$ cat config.mk
export PLATFORM = sky130hd
export DESIGN_NAME = ogi_ctrl
export DESIGN_NICKNAME = d
export VERILOG_FILES = /design/src/rtl/ogi_pkg.sv /design/src/rtl/ogi_ctrl.sv
export SDC_FILE = /design/constraint.sdc
export NUM_CORES = 1
export LEC_CHECK = 0
export BUFFER_PORTS_ARGS = -buffer_cell sky130_fd_sc_hd__buf_2
export CORE_ASPECT_RATIO = 1.5
export CORE_MARGIN = 2
export CORE_UTILIZATION = 57
export DETAILED_ROUTE_END_ITERATION = 10
export PLACE_DENSITY = 0.88
export SLEW_MARGIN = 20
export SYNTH_ARGS = -nofsm -noshare
export SYNTH_HDL_FRONTEND = slang
export SYNTH_SLANG_ARGS = --single-unit
$ cat constraint.sdc
create_clock -name i_clk -period 4.6 [get_ports i_clk]
set_input_delay 0 -clock i_clk [delete_from_list [all_inputs] [get_ports i_clk]]
set_output_delay 0 -clock i_clk [all_outputs]
set_load 0.1 [all_outputs]
$ cat src/rtl/ogi_pkg.sv
// Shared types and constants for the occupancy grid inflation block.
// No dependencies; imported by the sequencer, the top level and the testbench.
`timescale 1ns / 1ps

package ogi_pkg;

    localparam int MAX_WIDTH  = 256;
    localparam int MAX_HEIGHT = 256;
    localparam int MAX_RADIUS = 15;

    localparam int COL_W  = $clog2(MAX_WIDTH);
    localparam int ROW_W  = $clog2(MAX_HEIGHT);
    localparam int ADDR_W = ROW_W + COL_W;
    localparam int DIM_W  = 9;
    localparam int RAD_W  = 4;
    localparam int LVL_W  = 7;
    localparam int CELL_W = 8;
    localparam int CFG_IDX_W  = 3;
    localparam int CFG_DATA_W = 9;

    localparam logic [CFG_IDX_W-1:0] REG_GRID_WIDTH      = 3'd0;
    localparam logic [CFG_IDX_W-1:0] REG_GRID_HEIGHT     = 3'd1;
    localparam logic [CFG_IDX_W-1:0] REG_RADIUS_CELLS    = 3'd2;
    localparam logic [CFG_IDX_W-1:0] REG_BLOCK_THRESHOLD = 3'd3;
    localparam logic [CFG_IDX_W-1:0] REG_MARK_VALUE      = 3'd4;

    localparam logic       OP_WRITE = 1'b0;
    localparam logic       OP_QUERY = 1'b1;
    localparam logic [CELL_W-1:0] CELL_UNKNOWN = 8'hFF;

    typedef enum logic [1:0] {
        S_IDLE,
        S_CENTER,
        S_SCAN,
        S_FINISH
    } t_state;

    typedef struct packed {
        logic [DIM_W-1:0] used_w;
        logic [DIM_W-1:0] used_h;
        logic [RAD_W-1:0] radius;
        logic [LVL_W-1:0] threshold;
        logic [LVL_W-1:0] mark;
    } t_cfg;

    typedef struct packed {
        logic              we;
        logic [ADDR_W-1:0] wr_addr;
        logic [CELL_W-1:0] wr_data;
        logic              re;
        logic [ADDR_W-1:0] rd_addr;
    } t_ram_req;

    typedef struct packed {
        logic [CELL_W-1:0] value;
        logic              outside;
    } t_result;

endpackage

$ cat src/rtl/ogi_ctrl.sv
// Request sequencer: stores raw cells and scans the inflation window of a query.
// Depends on ogi_pkg; drives the grid RAM and hands results to the output register.
`timescale 1ns / 1ps

module ogi_ctrl (
    input  logic                            i_clk,
    input  logic                            i_rst_n,
    input  ogi_pkg::t_cfg                   i_cfg,
    input  logic                            i_in_valid,
    output logic                            o_in_stall,
    input  logic                            i_op,
    input  logic [ogi_pkg::ROW_W-1:0]       i_cell_row,
    input  logic [ogi_pkg::COL_W-1:0]       i_cell_column,
    input  logic signed [ogi_pkg::CELL_W-1:0] i_raw_value,
    output ogi_pkg::t_ram_req               o_ram_req,
    input  logic [ogi_pkg::CELL_W-1:0]      i_rd_data,
    output logic                            o_res_valid,
    input  logic                            i_res_ready,
    output ogi_pkg::t_result                o_res
);
    import ogi_pkg::*;

    t_state r_state, n_state;
    logic [ROW_W-1:0]  r_row, n_row;
    logic [COL_W-1:0]  r_col, n_col;
    logic [ROW_W-1:0]  r_r0, n_r0, r_r1, n_r1;
    logic [COL_W-1:0]  r_c0, n_c0, r_c1, n_c1;
    logic              r_last, n_last;
    logic [CELL_W-1:0] r_half, n_half;
    t_result           r_res, n_res;

    logic              accept;
    logic              in_grid;
    logic [DIM_W-1:0]  row_ext, col_ext, rad_ext, row_sum, col_sum;
    logic [ROW_W-1:0]  lo_row, hi_row;
    logic [COL_W-1:0]  lo_col, hi_col;
    logic              hit;
    logic [ROW_W-1:0]  step_row;
    logic [COL_W-1:0]  step_col;

    assign accept  = i_in_valid && (r_state == S_IDLE);
    assign row_ext = DIM_W'(i_cell_row);
    assign col_ext = DIM_W'(i_cell_column);
    assign rad_ext = DIM_W'(i_cfg.radius);
    assign in_grid = (row_ext < i_cfg.used_h) && (col_ext < i_cfg.used_w);

    // Window bounds, clamped to the grid on all four sides.
    assign row_sum = row_ext + rad_ext;
    assign col_sum = col_ext + rad_ext;
    assign lo_row  = (row_ext > rad_ext) ? ROW_W'(row_ext - rad_ext) : '0;
    assign lo_col  = (col_ext > rad_ext) ? COL_W'(col_ext - rad_ext) : '0;
    assign hi_row  = (row_sum >= i_cfg.used_h) ? ROW_W'(i_cfg.used_h - DIM_W'(1))
                                               : ROW_W'(row_sum);
    assign hi_col  = (col_sum >= i_cfg.used_w) ? COL_W'(i_cfg.used_w - DIM_W'(1))
                                               : COL_W'(col_sum);

    // Negative cells are unknown and never count as obstacles.
    assign hit = $signed(i_rd_data) > $signed({1'b0, i_cfg.threshold});

    always_comb begin
        if (r_col == r_c1) begin
            step_col = r_c0;
            step_row = r_row + ROW_W'(1);
        end else begin
            step_col = r_col + COL_W'(1);
            step_row = r_row;
        end
    end

    always_ff @(posedge i_clk) begin
        if (!i_rst_n) begin
            r_state <= S_IDLE;
        end else begin
            r_state <= n_state;
        end
    end

    always_ff @(posedge i_clk) begin
        r_row  <= n_row;
        r_col  <= n_col;
        r_r0   <= n_r0;
        r_r1   <= n_r1;
        r_c0   <= n_c0;
        r_c1   <= n_c1;
        r_last <= n_last;
        r_half <= n_half;
        r_res  <= n_res;
    end

    always_comb begin
        n_state = r_state;
        n_row   = r_row;
        n_col   = r_col;
        n_r0    = r_r0;
        n_r1    = r_r1;
        n_c0    = r_c0;
        n_c1    = r_c1;
        n_last  = r_last;
        n_half  = r_half;
        n_res   = r_res;
        o_in_stall          = (r_state != S_IDLE);
        o_res_valid         = 1'b0;
        o_ram_req.we        = 1'b0;
        o_ram_req.wr_addr   = {i_cell_row, i_cell_column};
        o_ram_req.wr_data   = i_raw_value;
        o_ram_req.re        = 1'b0;
        o_ram_req.rd_addr   = {i_cell_row, i_cell_column};

        case (r_state)
            S_IDLE: begin
                if (accept) begin
                    n_r0 = lo_row;
                    n_r1 = hi_row;
                    n_c0 = lo_col;
                    n_c1 = hi_col;
                    if (i_op == OP_WRITE) begin
                        o_ram_req.we = in_grid;
                    end else if (!in_grid) begin
                        n_res.value   = CELL_UNKNOWN;
                        n_res.outside = 1'b1;
                        n_state       = S_FINISH;
                    end else begin
                        o_ram_req.re = 1'b1;
                        n_state      = S_CENTER;
                    end
                end
            end
            S_CENTER: begin
                n_res.outside = 1'b0;
                if (i_rd_data[CELL_W-1]) begin
                    n_res.value = CELL_UNKNOWN;
                    n_state     = S_FINISH;
                end else begin
                    n_half            = {1'b0, i_rd_data[CELL_W-1:1]};
                    o_ram_req.re      = 1'b1;
                    o_ram_req.rd_addr = {r_r0, r_c0};
                    n_row             = r_r0;
                    n_col             = r_c0;
                    n_last            = (r_r0 == r_r1) && (r_c0 == r_c1);
                    n_state           = S_SCAN;
                end
            end
            S_SCAN: begin
                // The data checked here belongs to the address issued last cycle.
                if (hit) begin
                    n_res.value = {1'b0, i_cfg.mark};
                    n_state     = S_FINISH;
                end else if (r_last) begin
                    n_res.value = r_half;
                    n_state     = S_FINISH;
                end else begin
                    o_ram_req.re      = 1'b1;
                    o_ram_req.rd_addr = {step_row, step_col};
                    n_row             = step_row;
                    n_col             = step_col;
                    n_last            = (step_row == r_r1) && (step_col == r_c1);
                end
            end
            S_FINISH: begin
                o_res_valid = 1'b1;
                if (i_res_ready) begin
                    n_state = S_IDLE;
                end
            end
            default: begin
                n_state = S_IDLE;
            end
        endcase
    end

    assign o_res = r_res;

`ifndef NO_ASSERTIONS
    a_scan_in_window: assert property (@(posedge i_clk) disable iff (!i_rst_n)
        (r_state == S_SCAN) |-> (r_row >= r_r0 && r_row <= r_r1 &&
                                 r_col >= r_c0 && r_col <= r_c1))
        else $error("window scan left its bounds");

    a_write_inside: assert property (@(posedge i_clk) disable iff (!i_rst_n)
        o_ram_req.we |-> (DIM_W'(o_ram_req.wr_addr[ADDR_W-1:COL_W]) < i_cfg.used_h &&
                          DIM_W'(o_ram_req.wr_addr[COL_W-1:0]) < i_cfg.used_w))
        else $error("cell write outside the grid");

    a_no_rw_overlap: assert property (@(posedge i_clk) disable iff (!i_rst_n)
        !(o_ram_req.we && o_ram_req.re))
        else $error("read and write of the grid in the same cycle");

    a_outside_unknown: assert property (@(posedge i_clk) disable iff (!i_rst_n)
        (o_res_valid && o_res.outside) |-> (o_res.value == CELL_UNKNOWN))
        else $error("outside result without unknown value");

    a_center_to_scan: assert property (@(posedge i_clk) disable iff (!i_rst_n)
        (r_state == S_CENTER) |=> (r_state == S_SCAN || r_state == S_FINISH))
        else $error("center read not followed by scan or finish");
`endif

endmodule

; ---- Word-level counts from Yosys, hierarchy flattened
; Cells that the tools add are included.
[classes]
bitwise_logic = 1
n_eq_ne = 17
magnitude_cmp = 7
reduce_logical = 16
add_sub_neg = 8
n_mux = 44
[ops]
columns = cell, count
row1 = 8-bit 2-to-1 mux, 13
row2 = 17-bit 2-to-1 mux, 3
row3 = 8-bit == test, 5
row4 = 16-bit case mux with 2 select lines, 1
row5 = 8-bit case mux with 2 select lines, 2
row6 = 9-bit 2-to-1 mux, 3
row7 = 8-bit case mux with 3 select lines, 1
row8 = 8-bit by 4-bit adder with 9-bit output, 2
row9 = 9-bit >= comparator, 2
row10 = 8-bit by 9-bit less-than comparator with 1-bit output, 2
row11 = "8-bit by 1-bit adder with 8-bit output, second input constant", 2
row12 = 8-bit by 4-bit > comparator with 1-bit output, 2
row13 = "2-bit != test, second input constant", 8
row14 = "8-bit by 1-bit subtractor with 8-bit output, second input constant", 2
row15 = 8-bit by 4-bit subtractor with 8-bit output, 2
row16 = 2-bit 2-to-1 mux, 6
row17 = 4-bit AND reduction, 3
row18 = 1-bit 2-to-1 mux, 11
row19 = 8-bit > comparator, 1
row20 = 2-bit case mux with 4 select lines, 1
row21 = 6-bit AND reduction, 1
row22 = 2-bit nonzero test, 3
row23 = "2-bit == test, second input constant", 2
row24 = 1-bit logical AND, 4
row25 = other kinds (9), 11
[totals]
register_bits = 66
word_cells = 104
inputBits = 73
out_inout_bits = 53

; ---- Longest topological paths before layout
[depth]
ltp_word = 7
ltp_mapped = 15
mapped_depth_nobuf = 14

; ---- Worst setup path after synthesis
; OpenSTA, ideal clock, no wires.
[synth_path]
path_type = input -> output
start = in i_cfg[28] (netlist bit)
end = out o_ram_req[41] (netlist bit)
required_time_ns = 4.600
stages = 9
t_arrival_ns = 3.490
setup_slack_ns = 1.110
n_path_buf = 0
path_cell_list = inv_1 ha_1 a21boi_0 o21a_1 o211ai_1 a31oi_1 nor3_1 nand2_1 nor3b_1
[synth_lines]
columns = item, line
row1 = "start, declared", ogi_ctrl.sv:8  ; input ogi_pkg::t_cfg i_cfg,
row2 = "end, declared", ogi_ctrl.sv:15  ; output ogi_pkg::t_ram_req o_ram_req,

==> summary.md <==
| Metric | Value |
|---|---|
| Status | finished, final reports clean |
| Num CTS Buffers | 9 |
| Slowest library cell on the worst path | nand3_1 |
| CTS tree | done |
| GRT overflow | 0 |
| Final number of hold-violating endpoints | 0 |
| Peak supply drop | 0.344 mV |
| Share of cells above drive strength 1 | 20.0% |
| Slew Viols, Final | 0 |
| # setup viols final | 0 |
| Synth Cell Area | 6090 sq um |
| Final wirelength | 16500 um |
| Worst Hold Class | in2out |
| DIE HEIGHT | 131 um |
| Largest net degree at the start of global routing | 33 |
| DR vias | 5366 |
| FILL cells | 809 |
| Clock buffer depth | 2 |
| Clock Sinks | 66 |
| Synth async-reset ratio | 0% |
| Initial antenna violation count | 0 |
| Depth of the CTS H-tree | 3 |
| Worst slew margin | 39.0% |
| IO Count | 126 |
| Leakage | 2.96 nW |
| Fin crit share | 73.6% |
| Critical path's largest stage delay | 0.60 ns |
| Yosys top cell by area | edfxtp_1 |
| First DRT Iteration DRCs | 363 |
| First-pass DRT Iterations | 5 |
| Worst Setup Start Kind | input pin |
| Area fraction of the dominant cell type after synthesis | 31.6% |
| Core area | 10500 sq um |
| Register area share after synthesis | 32.2% |
| Post-CTS setup buffer count | 0 |
| Vias in the first global route | 5369 |
| Die area | 11500 sq um |
| Setup ws final | 1.21 ns |
| Synth top area cells | edfxtp_1, ha_1, xnor2_1, nor2_1, o21ai_0 |
| Slew @ Worst Pin | 0.908 ns |
| Worst EP arrival | 3.39 ns |
| Crit path capture type | output port |
| Layout area overhead | 15.7% |
| Post-synth EDFFs | 64 |
| ANT cells | 0 |
| CP max FO | 16 |
| Row Count | 46 |
| RSZ-0062 raised after global routing | no |
| # DRC | 0 |
| TNS Setup | 0 ns |
| GR Util All Layers | 29.0% |
| Main synth FF type | edfxtp_1 |
| Yosys reg bits | 66 |
| Via density | 6.00 |
| Post-Layout Cell Count | 894 |
| GPL Wtd Cong | 0.983 |
| Setup Skew | 0.00722 ns |
| Initial Util | 58.1% |
| Post-DP HPWL | 12600 um |
| Mean Syn Cell Area | 9.36 sq um |
| Synthesis Warnings | 0 |
| Clock Tree Root | clkbuf_16 |
| Synthesized Nets | 790 |
| Mapped Cells | 650 |
| Nets | 885 |
| Wire per inst | 18.4 um |
| Achievable Freq | 295 MHz |
| Die Wd | 88.4 um |
| Pre-CTS setup slack | 1.50 ns |
| CP cell instances | dlygate4sd3_1, buf_2, ha_1, a21oi_1, o22ai_1, o21ai_0, a221oi_1, buf_4, o21ai_0, nand3_1, a221o_1, buf_2 |
| Buffers on Ports | 109 |
| WP data required | 4.60 ns |
| Maxcap violations | 0 |
| Post-route minimum period | 3.39 ns |
| Post-DRT Antenna Nets | 0 |
| Pwr Density | 639 nW/um^2 |
| Post-synthesis cell type count | 61 |
| WHS | 0.0000386 ns |
| Cell count after placement | 864 |
| First-pass GRT wire length | 25500 um |
| Clock Latency Late Sink | 0.34 ns |
| CP Class | in2out |
-- Yosys cell counts, drive strengths merged, types with 2 or more instances --
cell / number
o21ai: 38
dfxtp: 2
fa: 4
clkbuf: 17
mux2: 12
nand4: 15
inv: 49
o31ai: 3
o211ai: 3
o21bai: 4
nor4: 3
nor2b: 8
or4: 2
a21o: 5
nand3: 21
o22ai: 3
o21a: 4
xor2: 19
and3: 5
o41ai: 2
nor3b: 2
nand2: 41
ha: 63
nor3: 16
edfxtp: 64
or2: 2
nor2: 61
buf: 28
nand2b: 4
a22o: 11
a31oi: 3
a221o: 5
and2: 3
a21oi: 26
a211oi: 3
a211o: 2
xnor2: 66
a21boi: 2
mux2i: 15
-- final timing paths --
kind	slack, ns	end	depth (start not counted)	startpoint
hold reg to reg	0.54	o_res[3]	2	r_half[2]
hold / removal	0.00004	o_ram_req[17]	0	i_raw_value[0]
setup reg to reg	1.77	r_last	9	r_col[0]
setup / recovery	1.21	o_ram_req[0]	12	i_rd_data[2]
-- sequential cells by signal, indices dropped and copies added, names as in the netlist --
signal / flops
o_res: 9
r_c0: 8
r_c1: 8
r_col: 8
r_half: 6
r_last: 1
r_r0: 8
r_r1: 8
r_row: 8
r_state: 2
-- worst max-delay path: cells and delay by family --
family                   cells  cell delay [ns]
buffers and inverters        4             1.16
adder cells (fa/ha/maj)      1             0.28
AO/OA/AOI/OAI                6             1.35
AND/OR/NAND/NOR              1             0.60
-- logic make-up after synthesis --
group / share of synthesized area (%)
AO/OA/AOI/OAI: 13.3
XOR/XNOR: 12.4
adder cells (fa/ha/maj): 14.3
buffers and inverters: 7.63
flip-flops: 32.2
multiplexers: 5.12
AND/OR/NAND/NOR: 15.0
-- metal layers --
layer,global-route usage [%],up-vias,wire (um),share of wire (%)
met5,0,-,0,0
met4,19.3,0,1030,6.3
met3,3.27,78,963,5.8
met2,53.4,272,8650,53
met1,30.2,2533,5830,35
li1,-,2483,-,-
-- per-stage QoR --
step | total power, mW | util, % | instance area, sq um
after floorplan | 3.21 | - | 6090
after global placement | 3.61 | 62.8 | 6580
after detailed placement | 3.70 | 62.8 | 6580
after CTS | 4.46 | 67.2 | 7040
after global routing | 4.69 | 67.2 | 7040
final | 4.50 | 67.2 | 7040
-- placed cells by master (no fill, tap or decap), types with 15 or more instances in the layout --
cell | netlist | routed
a21oi_1 | 26 | 26
buf_2 | 2 | 109
edfxtp_1 | 64 | 64
ha_1 | 63 | 63
inv_1 | 49 | 49
mux2i_1 | 15 | 15
nand2_1 | 41 | 41
nand3_1 | 21 | 21
nor2_1 | 60 | 60
nor3_1 | 16 | 16
o21ai_0 | 38 | 38
xnor2_1 | 65 | 65
xor2_1 | 19 | 19
-- power breakdown --
part	internal [mW]	switching [mW]	total, mW	leakage (nW)
logic	0.704	1.85	2.55	2.21
clock network	0.473	0.265	0.738	0.151
registers	0.972	0.242	1.21	0.604
total	2.15	2.35	4.50	2.96
-- area by class of cell --
type                    count  area [sq um]  share of cell area, %
clock buffers               9           225                   3.20
clock inverters             7          93.8                   1.33
inverters                  50           188                   2.67
multi-input cells         489          3660                   52.0
flip-flops and latches     66          1960                   27.9
well taps                 144           180                   2.56
repair buffers            129           731                   10.4
-- repair_timing --
action,in CTS,in global routing
hold buffers,14,0
endpoints found under the hold margin,15,0
gates resized for setup,0,0
(Power assumes the default switching activity.)
